## src/rtl/mfh_pkg.sv

```systemverilog
package mfh_pkg;

	// Header field codes.
	localparam logic [10:0] SYNC_BITS    = 11'h7FF;
	localparam logic [1:0]  VER_MPEG25   = 2'd0;
	localparam logic [1:0]  VER_RESERVED = 2'd1;
	localparam logic [1:0]  VER_MPEG2    = 2'd2;
	localparam logic [1:0]  VER_MPEG1    = 2'd3;
	localparam logic [1:0]  LAYER_III    = 2'd1;
	localparam logic [3:0]  BR_FREE      = 4'd0;
	localparam logic [3:0]  BR_BAD       = 4'd15;
	localparam logic [1:0]  SR_44K       = 2'd0;
	localparam logic [1:0]  SR_48K       = 2'd1;
	localparam logic [1:0]  SR_32K       = 2'd2;
	localparam logic [1:0]  SR_RESERVED  = 2'd3;
	localparam logic [1:0]  MODE_MONO    = 2'd3;

	// Output constants.
	localparam logic [17:0] NUMER_V1       = 18'd144000;
	localparam logic [17:0] NUMER_V2       = 18'd72000;
	localparam logic [10:0] MIN_FRAME      = 11'd24;
	localparam logic [10:0] SPF_V1         = 11'd1152;
	localparam logic [10:0] SPF_V2         = 11'd576;
	localparam logic [5:0]  SIDE_V1_MONO   = 6'd17;
	localparam logic [5:0]  SIDE_V1_STEREO = 6'd32;
	localparam logic [5:0]  SIDE_V2_MONO   = 6'd9;
	localparam logic [5:0]  SIDE_V2_STEREO = 6'd17;
	localparam logic [1:0]  CHANS_MONO     = 2'd1;
	localparam logic [1:0]  CHANS_STEREO   = 2'd2;

	// Datapath widths of the frame size division.
	localparam int NUMER_W = 26;
	localparam int RECIP_W = 20;
	localparam int PROD_W  = NUMER_W + RECIP_W;
	localparam int QUOT_W  = 11;
	localparam int RECIP_SHIFT = 32;
	localparam int QR_W    = 27;

	// Decoded header fields that travel down the pipeline.
	typedef struct packed {
		logic        fields_ok;
		logic [15:0] rate;
		logic [8:0]  kbps;
		logic        v1;
		logic        pad;
		logic [1:0]  chans;
		logic [1:0]  ver;
		logic        crc;
		logic [5:0]  side;
	} hdr_info_t;

	// Bitrate in kbit/s from the bitrate index.
	function automatic logic [8:0] kbps_lookup(input logic v1, input logic [3:0] idx);
		logic [8:0] k;
		k = 9'd0;
		if (v1) begin
			case (idx)
				4'd1:    k = 9'd32;
				4'd2:    k = 9'd40;
				4'd3:    k = 9'd48;
				4'd4:    k = 9'd56;
				4'd5:    k = 9'd64;
				4'd6:    k = 9'd80;
				4'd7:    k = 9'd96;
				4'd8:    k = 9'd112;
				4'd9:    k = 9'd128;
				4'd10:   k = 9'd160;
				4'd11:   k = 9'd192;
				4'd12:   k = 9'd224;
				4'd13:   k = 9'd256;
				4'd14:   k = 9'd320;
				default: k = 9'd0;
			endcase
		end else begin
			case (idx)
				4'd1:    k = 9'd8;
				4'd2:    k = 9'd16;
				4'd3:    k = 9'd24;
				4'd4:    k = 9'd32;
				4'd5:    k = 9'd40;
				4'd6:    k = 9'd48;
				4'd7:    k = 9'd56;
				4'd8:    k = 9'd64;
				4'd9:    k = 9'd80;
				4'd10:   k = 9'd96;
				4'd11:   k = 9'd112;
				4'd12:   k = 9'd128;
				4'd13:   k = 9'd144;
				4'd14:   k = 9'd160;
				default: k = 9'd0;
			endcase
		end
		return k;
	endfunction

	// MPEG-1 sample rate in Hz.
	function automatic logic [15:0] base_rate(input logic [1:0] sr);
		logic [15:0] r;
		case (sr)
			SR_44K:  r = 16'd44100;
			SR_48K:  r = 16'd48000;
			SR_32K:  r = 16'd32000;
			default: r = 16'd0;
		endcase
		return r;
	endfunction

	// floor(2^32 / rate) for every legal rate.
	function automatic logic [RECIP_W-1:0] recip_lookup(input logic [1:0] ver,
			input logic [1:0] sr);
		logic [RECIP_W-1:0] r;
		case ({ver, sr})
			{VER_MPEG1, SR_44K}:  r = 20'd97391;
			{VER_MPEG1, SR_48K}:  r = 20'd89478;
			{VER_MPEG1, SR_32K}:  r = 20'd134217;
			{VER_MPEG2, SR_44K}:  r = 20'd194783;
			{VER_MPEG2, SR_48K}:  r = 20'd178956;
			{VER_MPEG2, SR_32K}:  r = 20'd268435;
			{VER_MPEG25, SR_44K}: r = 20'd389566;
			{VER_MPEG25, SR_48K}: r = 20'd357913;
			{VER_MPEG25, SR_32K}: r = 20'd536870;
			default:              r = 20'd0;
		endcase
		return r;
	endfunction

endpackage

```

## src/rtl/mfh_in_if.sv

```systemverilog
interface mfh_in_if;
	logic        valid;
	logic        ready;
	logic [31:0] header_word;

	modport source(output valid, output header_word, input ready);
	modport sink(input valid, input header_word, output ready);
endinterface

```

## src/rtl/mfh_out_if.sv

```systemverilog
interface mfh_out_if;
	logic        valid;
	logic        ready;
	logic        valid_res;
	logic [15:0] sample_rate;
	logic [8:0]  bit_rate;
	logic [10:0] frame_len;
	logic [10:0] frame_samples;
	logic [1:0]  channel_count;
	logic [1:0]  version_code;
	logic        crc_present;
	logic [5:0]  side_info_bytes;

	modport source(output valid, output valid_res, output sample_rate,
		output bit_rate, output frame_len, output frame_samples,
		output channel_count, output version_code, output crc_present,
		output side_info_bytes, input ready);
	modport sink(input valid, input valid_res, input sample_rate,
		input bit_rate, input frame_len, input frame_samples,
		input channel_count, input version_code, input crc_present,
		input side_info_bytes, output ready);
endinterface

```

## src/rtl/mfh_decode.sv

```systemverilog
module mfh_decode (
	input  logic                              clk,
	input  logic                              arst_n,
	mfh_in_if.sink                            hdr,
	output logic                              valid_s1,
	input  logic                              ready_s1,
	output mfh_pkg::hdr_info_t                info_s1,
	output logic [mfh_pkg::NUMER_W-1:0]       numer_s1,
	output logic [mfh_pkg::RECIP_W-1:0]       recip_s1
);
	import mfh_pkg::*;

	logic [31:0]         w;
	logic [1:0]          ver;
	logic [1:0]          sr;
	logic [3:0]          br;
	logic                v1;
	logic [17:0]         numer_k;
	logic [NUMER_W-1:0]  numer_full;
	hdr_info_t           info;

	assign w = hdr.header_word;
	assign ver = w[20:19];
	assign sr  = w[11:10];
	assign br  = w[15:12];
	assign v1  = (ver == VER_MPEG1);

	// Field checks and table lookups.
	always_comb begin
		info.fields_ok = (w[31:21] == SYNC_BITS) && (ver != VER_RESERVED) &&
			(w[18:17] == LAYER_III) && (br != BR_FREE) && (br != BR_BAD) &&
			(sr != SR_RESERVED);
		case (ver)
			VER_MPEG1: info.rate = base_rate(sr);
			VER_MPEG2: info.rate = base_rate(sr) >> 1;
			default:   info.rate = base_rate(sr) >> 2;
		endcase
		info.kbps  = kbps_lookup(v1, br);
		info.v1    = v1;
		info.pad   = w[9];
		info.chans = (w[7:6] == MODE_MONO) ? CHANS_MONO : CHANS_STEREO;
		info.ver   = ver;
		info.crc   = ~w[16];
		if (v1) begin
			info.side = (w[7:6] == MODE_MONO) ? SIDE_V1_MONO : SIDE_V1_STEREO;
		end else begin
			info.side = (w[7:6] == MODE_MONO) ? SIDE_V2_MONO : SIDE_V2_STEREO;
		end
	end

	// Frame size numerator: 144000 or 72000 times the bitrate.
	assign numer_k    = v1 ? NUMER_V1 : NUMER_V2;
	assign numer_full = {{(NUMER_W-18){1'b0}}, numer_k} * {{(NUMER_W-9){1'b0}}, info.kbps};

	assign hdr.ready = !valid_s1 || ready_s1;

	// Stage 1 valid bit.
	always_ff @(posedge clk or negedge arst_n) begin
		if (!arst_n) begin
			valid_s1 <= 1'b0;
		end else if (hdr.ready) begin
			valid_s1 <= hdr.valid;
		end
	end

	// Stage 1 payload.
	always_ff @(posedge clk) begin
		if (hdr.valid && hdr.ready) begin
			info_s1  <= info;
			numer_s1 <= numer_full;
			recip_s1 <= recip_lookup(ver, sr);
		end
	end

endmodule

```

## src/rtl/mfh_frame_div.sv

```systemverilog
module mfh_frame_div (
	input  logic                              clk,
	input  logic                              arst_n,
	input  logic                              valid_s1,
	output logic                              ready_s1,
	input  mfh_pkg::hdr_info_t                info_s1,
	input  logic [mfh_pkg::NUMER_W-1:0]       numer_s1,
	input  logic [mfh_pkg::RECIP_W-1:0]       recip_s1,
	output logic                              valid_s3,
	input  logic                              ready_s3,
	output mfh_pkg::hdr_info_t                info_s3,
	output logic [mfh_pkg::NUMER_W-1:0]       numer_s3,
	output logic [mfh_pkg::QUOT_W-1:0]        quot_s3,
	output logic [mfh_pkg::QR_W-1:0]          qr_s3
);
	import mfh_pkg::*;

	logic                valid_s2;
	logic                ready_s2;
	hdr_info_t           info_s2;
	logic [NUMER_W-1:0]  numer_s2;
	logic [QUOT_W-1:0]   quot_s2;
	logic [PROD_W-1:0]   prod;
	logic [QR_W-1:0]     qr;

	assign ready_s2 = !valid_s3 || ready_s3;
	assign ready_s1 = !valid_s2 || ready_s2;

	// Quotient estimate by reciprocal; it is the true quotient or one less.
	assign prod = {{(PROD_W-NUMER_W){1'b0}}, numer_s1} * {{(PROD_W-RECIP_W){1'b0}}, recip_s1};
	// Back-multiply the estimate for the remainder check.
	assign qr = {{(QR_W-QUOT_W){1'b0}}, quot_s2} * {{(QR_W-16){1'b0}}, info_s2.rate};

	always_ff @(posedge clk or negedge arst_n) begin
		if (!arst_n) begin
			valid_s2 <= 1'b0;
			valid_s3 <= 1'b0;
		end else begin
			if (ready_s1) begin
				valid_s2 <= valid_s1;
			end
			if (ready_s2) begin
				valid_s3 <= valid_s2;
			end
		end
	end

	// Stage 2 and stage 3 payload.
	always_ff @(posedge clk) begin
		if (valid_s1 && ready_s1) begin
			info_s2  <= info_s1;
			numer_s2 <= numer_s1;
			quot_s2  <= prod[RECIP_SHIFT+QUOT_W-1:RECIP_SHIFT];
		end
		if (valid_s2 && ready_s2) begin
			info_s3  <= info_s2;
			numer_s3 <= numer_s2;
			quot_s3  <= quot_s2;
			qr_s3    <= qr;
		end
	end

endmodule

```

## src/rtl/mfh_result.sv

```systemverilog
module mfh_result (
	input  logic                              clk,
	input  logic                              arst_n,
	input  logic                              valid_s3,
	output logic                              ready_s3,
	input  mfh_pkg::hdr_info_t                info_s3,
	input  logic [mfh_pkg::NUMER_W-1:0]       numer_s3,
	input  logic [mfh_pkg::QUOT_W-1:0]        quot_s3,
	input  logic [mfh_pkg::QR_W-1:0]          qr_s3,
	mfh_out_if.source                         res
);
	import mfh_pkg::*;

	logic                valid_s4;
	logic [QR_W-1:0]     rem;
	logic                bump;
	logic [QUOT_W-1:0]   fsize;
	logic                ok;

	// Remainder correction, padding and the minimum size check.
	assign rem   = {{(QR_W-NUMER_W){1'b0}}, numer_s3} - qr_s3;
	assign bump  = (rem >= {{(QR_W-16){1'b0}}, info_s3.rate});
	assign fsize = quot_s3 + {{(QUOT_W-1){1'b0}}, bump} + {{(QUOT_W-1){1'b0}}, info_s3.pad};
	assign ok    = info_s3.fields_ok && (fsize >= MIN_FRAME);

	assign ready_s3  = !valid_s4 || res.ready;
	assign res.valid = valid_s4;

	always_ff @(posedge clk or negedge arst_n) begin
		if (!arst_n) begin
			valid_s4 <= 1'b0;
		end else if (ready_s3) begin
			valid_s4 <= valid_s3;
		end
	end

	// Output register; every field is zero for a rejected header.
	always_ff @(posedge clk) begin
		if (valid_s3 && ready_s3) begin
			res.valid_res       <= ok;
			res.sample_rate     <= ok ? info_s3.rate : 16'd0;
			res.bit_rate        <= ok ? info_s3.kbps : 9'd0;
			res.frame_len       <= ok ? fsize : 11'd0;
			res.frame_samples   <= ok ? (info_s3.v1 ? SPF_V1 : SPF_V2) : 11'd0;
			res.channel_count   <= ok ? info_s3.chans : 2'd0;
			res.version_code    <= ok ? info_s3.ver : 2'd0;
			res.crc_present     <= ok && info_s3.crc;
			res.side_info_bytes <= ok ? info_s3.side : 6'd0;
		end
	end

endmodule

```

## src/rtl/mp3_frame_header_decode.sv

```systemverilog
// Channel | Role   | Handshake     | Payload
// hdr     | sink   | valid / ready | header_word (32 bits)
// res     | source | valid / ready | valid_res and eight decoded header fields
//
// One header item enters per cycle while res does not stall; its result is on res
// once the item has been accepted and reaches the fourth register stage.
// The stages are set by the frame size division: a reciprocal multiply, a
// back-multiply and a remainder correction, each in a stage of its own.
// Reset clears the valid bit of every stage; no payload register is reset.
// A stall on res holds only the stages that are full, so empty stages fill.
module mp3_frame_header_decode (
	input  logic       clk,
	input  logic       arst_n,
	mfh_in_if.sink     hdr,
	mfh_out_if.source  res
);
	import mfh_pkg::*;

	logic                valid_s1;
	logic                ready_s1;
	hdr_info_t           info_s1;
	logic [NUMER_W-1:0]  numer_s1;
	logic [RECIP_W-1:0]  recip_s1;
	logic                valid_s3;
	logic                ready_s3;
	hdr_info_t           info_s3;
	logic [NUMER_W-1:0]  numer_s3;
	logic [QUOT_W-1:0]   quot_s3;
	logic [QR_W-1:0]     qr_s3;

	// Field decode and table lookups.
	mfh_decode u_decode (
		.clk      (clk),
		.arst_n   (arst_n),
		.hdr      (hdr),
		.valid_s1 (valid_s1),
		.ready_s1 (ready_s1),
		.info_s1  (info_s1),
		.numer_s1 (numer_s1),
		.recip_s1 (recip_s1)
	);

	// Frame size quotient estimate.
	mfh_frame_div u_frame_div (
		.clk      (clk),
		.arst_n   (arst_n),
		.valid_s1 (valid_s1),
		.ready_s1 (ready_s1),
		.info_s1  (info_s1),
		.numer_s1 (numer_s1),
		.recip_s1 (recip_s1),
		.valid_s3 (valid_s3),
		.ready_s3 (ready_s3),
		.info_s3  (info_s3),
		.numer_s3 (numer_s3),
		.quot_s3  (quot_s3),
		.qr_s3    (qr_s3)
	);

	// Correction, final checks and the output register.
	mfh_result u_result (
		.clk      (clk),
		.arst_n   (arst_n),
		.valid_s3 (valid_s3),
		.ready_s3 (ready_s3),
		.info_s3  (info_s3),
		.numer_s3 (numer_s3),
		.quot_s3  (quot_s3),
		.qr_s3    (qr_s3),
		.res      (res)
	);

endmodule
```

## src/flat_wrapper.sv

```systemverilog
// flat-port wrapper written by rule: the top's interface ports become plain ports
module mp3_frame_header_decode_flat import mfh_pkg::*;
  (clk, arst_n, hdr_valid, hdr_header_word, hdr_ready, res_valid, res_valid_res, res_sample_rate, res_bit_rate, res_frame_len, res_frame_samples, res_channel_count, res_version_code, res_crc_present, res_side_info_bytes, res_ready);
  mfh_in_if hdr_i ();
  mfh_out_if res_i ();
  input  logic clk;
  input  logic arst_n;
  input wire logic [$bits(hdr_i.valid)-1:0] hdr_valid;
  input wire logic [$bits(hdr_i.header_word)-1:0] hdr_header_word;
  output wire logic [$bits(hdr_i.ready)-1:0] hdr_ready;
  output wire logic [$bits(res_i.valid)-1:0] res_valid;
  output wire logic [$bits(res_i.valid_res)-1:0] res_valid_res;
  output wire logic [$bits(res_i.sample_rate)-1:0] res_sample_rate;
  output wire logic [$bits(res_i.bit_rate)-1:0] res_bit_rate;
  output wire logic [$bits(res_i.frame_len)-1:0] res_frame_len;
  output wire logic [$bits(res_i.frame_samples)-1:0] res_frame_samples;
  output wire logic [$bits(res_i.channel_count)-1:0] res_channel_count;
  output wire logic [$bits(res_i.version_code)-1:0] res_version_code;
  output wire logic [$bits(res_i.crc_present)-1:0] res_crc_present;
  output wire logic [$bits(res_i.side_info_bytes)-1:0] res_side_info_bytes;
  input wire logic [$bits(res_i.ready)-1:0] res_ready;
  assign hdr_i.valid = hdr_valid;
  assign hdr_i.header_word = hdr_header_word;
  assign hdr_ready = hdr_i.ready;
  assign res_valid = res_i.valid;
  assign res_valid_res = res_i.valid_res;
  assign res_sample_rate = res_i.sample_rate;
  assign res_bit_rate = res_i.bit_rate;
  assign res_frame_len = res_i.frame_len;
  assign res_frame_samples = res_i.frame_samples;
  assign res_channel_count = res_i.channel_count;
  assign res_version_code = res_i.version_code;
  assign res_crc_present = res_i.crc_present;
  assign res_side_info_bytes = res_i.side_info_bytes;
  assign res_i.ready = res_ready;
  mp3_frame_header_decode u_core (.clk(clk), .arst_n(arst_n), .hdr(hdr_i), .res(res_i));
endmodule
```

## config.mk

```make
export PLATFORM = sky130hd
export DESIGN_NAME = mp3_frame_header_decode_flat
export DESIGN_NICKNAME = d
export VERILOG_FILES = /design/src/rtl/mfh_pkg.sv /design/src/rtl/mfh_in_if.sv /design/src/rtl/mfh_out_if.sv /design/src/rtl/mfh_decode.sv /design/src/rtl/mfh_frame_div.sv /design/src/rtl/mfh_result.sv /design/src/rtl/mp3_frame_header_decode.sv /design/src/flat_wrapper.sv
export SDC_FILE = /design/constraint.sdc
export NUM_CORES = 1
export LEC_CHECK = 0
export ABC_AREA = 0
export BUFFER_PORTS_ARGS = -buffer_cell sky130_fd_sc_hd__buf_4
export CAP_MARGIN = 15
export CORE_MARGIN = 8
export CORE_UTILIZATION = 35
export CTS_CLUSTER_DIAMETER = 200
export DETAILED_ROUTE_END_ITERATION = 16
export PLACE_DENSITY = 0.61
export SKIP_LAST_GASP = 1
export SLEW_MARGIN = 20
export SYNTH_ARGS = -nofsm -noshare
export SYNTH_HDL_FRONTEND = slang
export SYNTH_HIERARCHICAL = 1
export SYNTH_SLANG_ARGS = --single-unit
```

## constraint.sdc

```tcl
create_clock -name clk -period 11.07 [get_ports clk]
set_clock_uncertainty 0.1 [all_clocks]
set_input_delay 2.214 -clock clk [delete_from_list [all_inputs] [get_ports clk]]
set_output_delay 2.214 -clock clk [all_outputs]
set_load 0.01 [all_outputs]
```

== After elaboration in Yosys (flattened, before gate mapping) ==
Memory sizes are Yosys's and may differ from the RTL's. A register that Yosys moved wholly into a read port is not among the register bits.
Cells that the tools add are included.
Operators by class
  add/subtract/negate cells: 3
  divide/modulo/power cells: 0
  multiplexer cells: 9
  $lt $le $gt $ge: 2
  bitwise logic cells: 1
  reduce and logical (&&, ||, !) cells: 21
  $mul: 3
  shifts and indexed selects: 0
  equal/unequal tests: 10
Operator list (count)
  $pmux 16 s3: 1
  $mul 26x20->43: 1
  $pmux 16 s2: 1
  $ge 27x16->1: 1
  $mul 11x16->27: 1
  $sub 26x27->27: 1
  $mul 18x9->26: 1
  $add 11x1->11: 2
  $mux 18: 1
  $mux 6: 2
  $eq 11x11->1 const B: 1
  $ge 11x5->1 const B: 1
  $logic_and 1x1->1: 11
  $mux 11: 1
  $mux 9: 1
  $eq 2x2->1 const B: 4
  $mux 5: 1
  $eq 2x1->1 const B: 2
  $logic_not 1->1: 4
  $logic_or 1x1->1: 4
  $ne 4x4->1 const B: 1
  $reduce_bool 4->1: 1
  $logic_not 2->1: 1
  $mux 2: 1
  other kinds (3): 3
Word-level totals
  flip-flop bits (word level): 307
  logic and storage cells: 98
  memory bits (writable): 0
  ROM bits: 496
  memories: 3
  bits in latches: 0
Memories
  (no name shown): depth 16, width 20, rd ports 1, clocked after memory_dff 1, write ports 0, line mfh_pkg.sv:112  | case ({ver, sr})
  (no name shown): depth 16, width 6, rd ports 1, clocked after memory_dff 0, write ports 0, line mfh_pkg.sv:57  | case (idx)
  (no name shown): depth 16, width 5, rd ports 1, clocked after memory_dff 0, write ports 0, line mfh_pkg.sv:75  | case (idx)

== Longest topological paths before layout ==
  depth in word-level cells: 7
  mapped depth: 30
  mapped depth without buffers: 28

== Hierarchy ==
Netlist, hierarchy kept.
By module, submodules not included
  mfh_frame_div: instances 1, seq. area each 5425.2 µm², cells an instance 2582, area an instance 26510.4 µm²
  mfh_decode: instances 1, seq. area each 2097.0 µm², cells an instance 429, area an instance 4648.2 µm²
  mfh_result: instances 1, seq. area each 1526.5 µm², cells an instance 449, area an instance 4199.0 µm²

== Worst setup path after synthesis ==
OpenSTA, ideal clock, no wires.
  kind: reg-to-reg
  from: register u_core/u_decode/recip_s1[12] in the netlist's numbering
  to: register u_core.u_frame_div.quot_s2[9], data pin
  slack: 4.544 ns
  arrival time: 6.164 ns
  path buffers: 2
  cell stages (with the launch flop): 23
  cell sequence: edfxtp_1 -> clkbuf_1 -> clkbuf_1 -> nand2_1 -> fa_1 -> inv_1 -> fa_1 -> fa_1 -> fa_1 -> fa_1 -> fa_1 -> inv_1 -> fa_1 -> inv_1 -> ha_1 -> a2111oi_4 -> o211ai_1 -> a21oi_1 -> o21ai_1 -> a211o_1 -> a221oi_2 -> a21oi_1 -> xor2_1
Between the ends
  longest elaborated chain between the ends: 1
RTL lines
  start: declaration: line mfh_decode.sv:9  | output logic [mfh_pkg::RECIP_W-1:0] recip_s1
  $mul 26x20->43: line mfh_frame_div.sv:30  | assign prod = {{(PROD_W-NUMER_W){1'b0}}, numer_s1} * {{(PROD_W-RECIP_W){1'b0}}, recip_s1};
  named net u_core.u_frame_div.prod[41]: line mfh_frame_div.sv:23  | logic [PROD_W-1:0] prod;
  end signal: assignment: line mfh_frame_div.sv:53  | quot_s2 <= prod[RECIP_SHIFT+QUOT_W-1:RECIP_SHIFT];
  end: declaration: line mfh_frame_div.sv:22  | logic [QUOT_W-1:0] quot_s2;
The timed path passes the listed nets, and every way through them passes these cells.
A chain may end at the register's enable or synchronous reset.

== Worst setup path after layout ==
  from: register u_core/u_decode/recip_s1[3] in the netlist's numbering
  to: register u_core.u_frame_div.quot_s2[9], data pin
The elaborated chain is that of the path after synthesis.

==> summary.txt <==
===============================================================================================
Global-route met1 utilization                                                             19.8%
Sinks on the clock net                                                                      302
Flop-to-flop setup slack                                                                3.30 ns
Sequential cell area                                                                   9050 µm²
Later-pin clock latency in the skew report                                              0.54 ns
Final Cycle Share                                                                         70.2%
Top cell type's share of synthesized area                                                 32.3%
TNS Setup                                                                                  0 ns
Via-per-instance ratio                                                                     4.77
Most common cell after layout, fill and taps aside                                        inv_1
Final routed wirelength across all metal layers                                        80600 µm
Vias in the first global route                                                            24902
Ordered cell list for the critical path                                            and2_1 -> fa_1 -> fa_1 -> inv_1 -> fa_1 -> inv_1 -> fa_1 -> fa_1 -> fa_1 -> inv_1 -> fa_1 -> inv_1 -> ha_1 -> a2111oi_4 -> o211ai_1 -> a21oi_1 -> o21ai_1 -> a211o_1 -> a221oi_2 -> a21oi_1 -> xor2_1
Proportion of layout cells with a drive suffix above 1                                    5.93%
Endpoint arrival time on the critical path                                              7.94 ns
Synth Instances                                                                            3460
Number of antenna-violating nets in the routed design                                         0
Final Hold Fails                                                                              0
PostCTS Resize Cnt                                                                            0
Combined area of the multi-input logic cells                                          23000 µm²
P&R area growth vs syn                                                                    8.29%
Synthesis warning total                                                                       6
Count of buffers inserted at the top-level ports                                             82
Hold Path Class                                                                    flop to flop
Library cells used by synthesis                                                              83
Run status                                                                            completed
Clock input transition at the sequential cells of the worst setup and hold paths        0.06 ns
Req. time, crit path                                                                   11.25 ns
Overall die area                                                                     111000 µm²
Slowest cell on crit path                                                              edfxtp_1
Number of cell rows                                                                         116
Cts hold-fix bufs                                                                             0
Global-route wire length before repair                                                133000 µm
Most utilized layer in the global route result                                             met2
Mean post-synth cell area                                                              10.2 µm²
Post-synthesis async set-or-reset flop share                                              1.32%
Total Nets Final                                                                           4363
Top fanout value on the critical path                                                        26
Pins over their slew limit                                                                    0
Remaining max-slew budget at the tightest pin                                             25.3%
Synth Register Bits                                                                         302
Largest cells by area after synthesis                                              fa_1, edfxtp_1, ha_1, inv_1, and2_1
Estimated wirelength of the detail-placed design                                       61800 µm
Clock period minus final worst setup slack                                              7.77 ns
Crit. End Element                                                                          flop
Leading cell types in the layout, fill and taps excluded                           inv_1, fa_1, nand2_1
Post-synth EDFFs                                                                            298
Fraction of the core area covered by cells at the end of the flow                         38.2%
Cell taking the most area after synthesis                                                  fa_1
Clock root cell                                                                       clkbuf_16
TritonRoute pass-1 iters                                                                      5
Top-level I/O count                                                                          97
Placed Area                                                                           37200 µm²
Die Span X                                                                               334 µm
Initial antenna violation count                                                               3
Element type at the critical path start                                                    flop
Buffer count from post-CTS setup fixing                                                       0
DRC marker count from the first detailed-route iteration                                   1098
CP Class                                                                           flop to flop
Clock Tree Buf Depth                                                                          3
CP most frequent cell                                                                      fa_1
Initial standard-cell utilization of the core                                             35.3%
Setup repair after global routing missed its margin                                          no
Largest net degree at the start of global routing                                            70
Highest clock frequency the design can meet                                             129 MHz
GRT Resource Usage Total                                                                  14.7%
Met3 track utilization from global routing                                                1.60%
Core footprint                                                                       100000 µm²
Final setup fails                                                                             0
TritonCTS clock tree                                                                      built
Slew at the pin closest to its max-slew limit                                           1.12 ns
Final Cell Area                                                                       38300 µm²
Netlist area before placement                                                         35400 µm²
Top Family by Delay on Critical Path                                                adder cells
Via count                                                                                 22828
Max cap viols                                                                                 0
Routed length per instance                                                              16.8 µm
Fillcell total                                                                             9811
Hold Slack                                                                             0.289 ns
Most common flop cell mapped by yosys                                                  edfxtp_1
Portion of the post-synthesis area used by sequential elements                            25.6%
Gp weighted congestion                                                                    0.853
Count of H-tree levels built during CTS                                                       2
Crit path buf inv count                                                                       4
Sum of overflow across all layers after global routing                                        0
CTS buffer count                                                                             34
Met2 routing resource usage after global routing                                          25.7%
Slowest Stage Delay on Critical Path                                                    1.09 ns
Die Span Y                                                                               334 µm
Number of remaining DRC errors                                                                0
===============================================================================================
==> stage by stage <==
step           worst slack [ns]  instances
6_report                   3.30       4790
5_1_grt                    3.00       4789
4_1_cts                    3.25       4789
3_5_place_dp               3.30       4727
3_3_place_gp               3.33       4726
2_1_floorplan              4.54       3488
==> synth_stat cells (all sizes together) (5+ instances only) <==
master,count
buf,33
xor2,27
nand2,464
o211ai,16
edfxtp,298
nor2b,17
or3,5
o21bai,7
nand4,15
a31oi,7
o21ai,57
and3,14
nand2b,20
nor3,20
nor2,82
a21o,26
clkbuf,142
mux2i,7
xnor2,50
a21oi,92
a211oi,10
and2,361
ha,292
or2,9
nor4,8
o21a,17
fa,570
inv,706
nand3,27
==> layer usage <==
metal  vias to the layer above  part of all wire (%)
li1                      10624                     -
met2                       483                    49
met4                         0                   1.9
met5                         -                     0
met3                       113                   4.4
met1                     11608                    45
==> sequential cells by signal, summed over array words and instances (netlist names), 2 cells and up <==
signal                               count
u_core/u_result/res.frame_len           11
u_core/u_result/res.bit_rate             9
u_core/u_result/res.sample_rate         16
u_core/u_decode/numer_s1                17
u_core/u_decode/info_s1                 32
u_core/u_frame_div/quot_s2              11
u_core/u_frame_div/numer_s3             26
u_core/u_frame_div/quot_s3              11
u_core/u_result/res.version_code         2
u_core/u_frame_div/numer_s2             26
u_core/u_frame_div/info_s3              39
u_core/u_result/res.side_info_bytes      6
u_core/u_frame_div/qr_s3                27
u_core/u_decode/recip_s1                20
u_core/u_result/res.frame_samples        2
u_core/u_frame_div/info_s2              39
u_core/u_result/res.channel_count        2
==> worst paths after layout <==
kind                                                 from                        endpoint  depth (start not counted)
setup / recovery              u_core/u_decode/recip_s1[3]   u_core/u_frame_div/quot_s2[9]                         21
max in group asynchronous                          arst_n        u_core/u_decode/valid_s1                          1
min in group asynchronous                          arst_n     u_core/u_frame_div/valid_s2                          1
setup reg to reg              u_core/u_decode/recip_s1[3]   u_core/u_frame_div/quot_s2[9]                         21
hold / removal             u_core/u_frame_div/numer_s2[8]  u_core/u_frame_div/numer_s3[8]                          0
hold reg to reg            u_core/u_frame_div/numer_s2[8]  u_core/u_frame_div/numer_s3[8]                          0
==> final cells by class <==
| type | count | area share (%) |
|---|---|---|
| antenna | 1 | 0.00654 |
| clock buffer | 42 | 2.33 |
| clock inverter | 20 | 0.418 |
| inverter | 707 | 6.93 |
| multi-input combinational | 2304 | 60.1 |
| sequential | 302 | 23.6 |
| tap | 1298 | 4.24 |
| timing repair buffer | 116 | 2.31 |
==> cells by family after synthesis <==
logic type / count (synthesis) / synth area share (%)
xor+xnor: 77 / 1.91
flops: 302 / 25.6
other cells: 3 / 0.0318
fa+ha+maj: 862 / 42.6
mux: 8 / 0.230
compound gates: 268 / 5.10
simple gates: 1058 / 14.9
buf+inv: 882 / 9.66
Power is left out: the tool's default activity adds up to more than one toggle a clock period on the data nets, which glitch-free logic cannot reach.
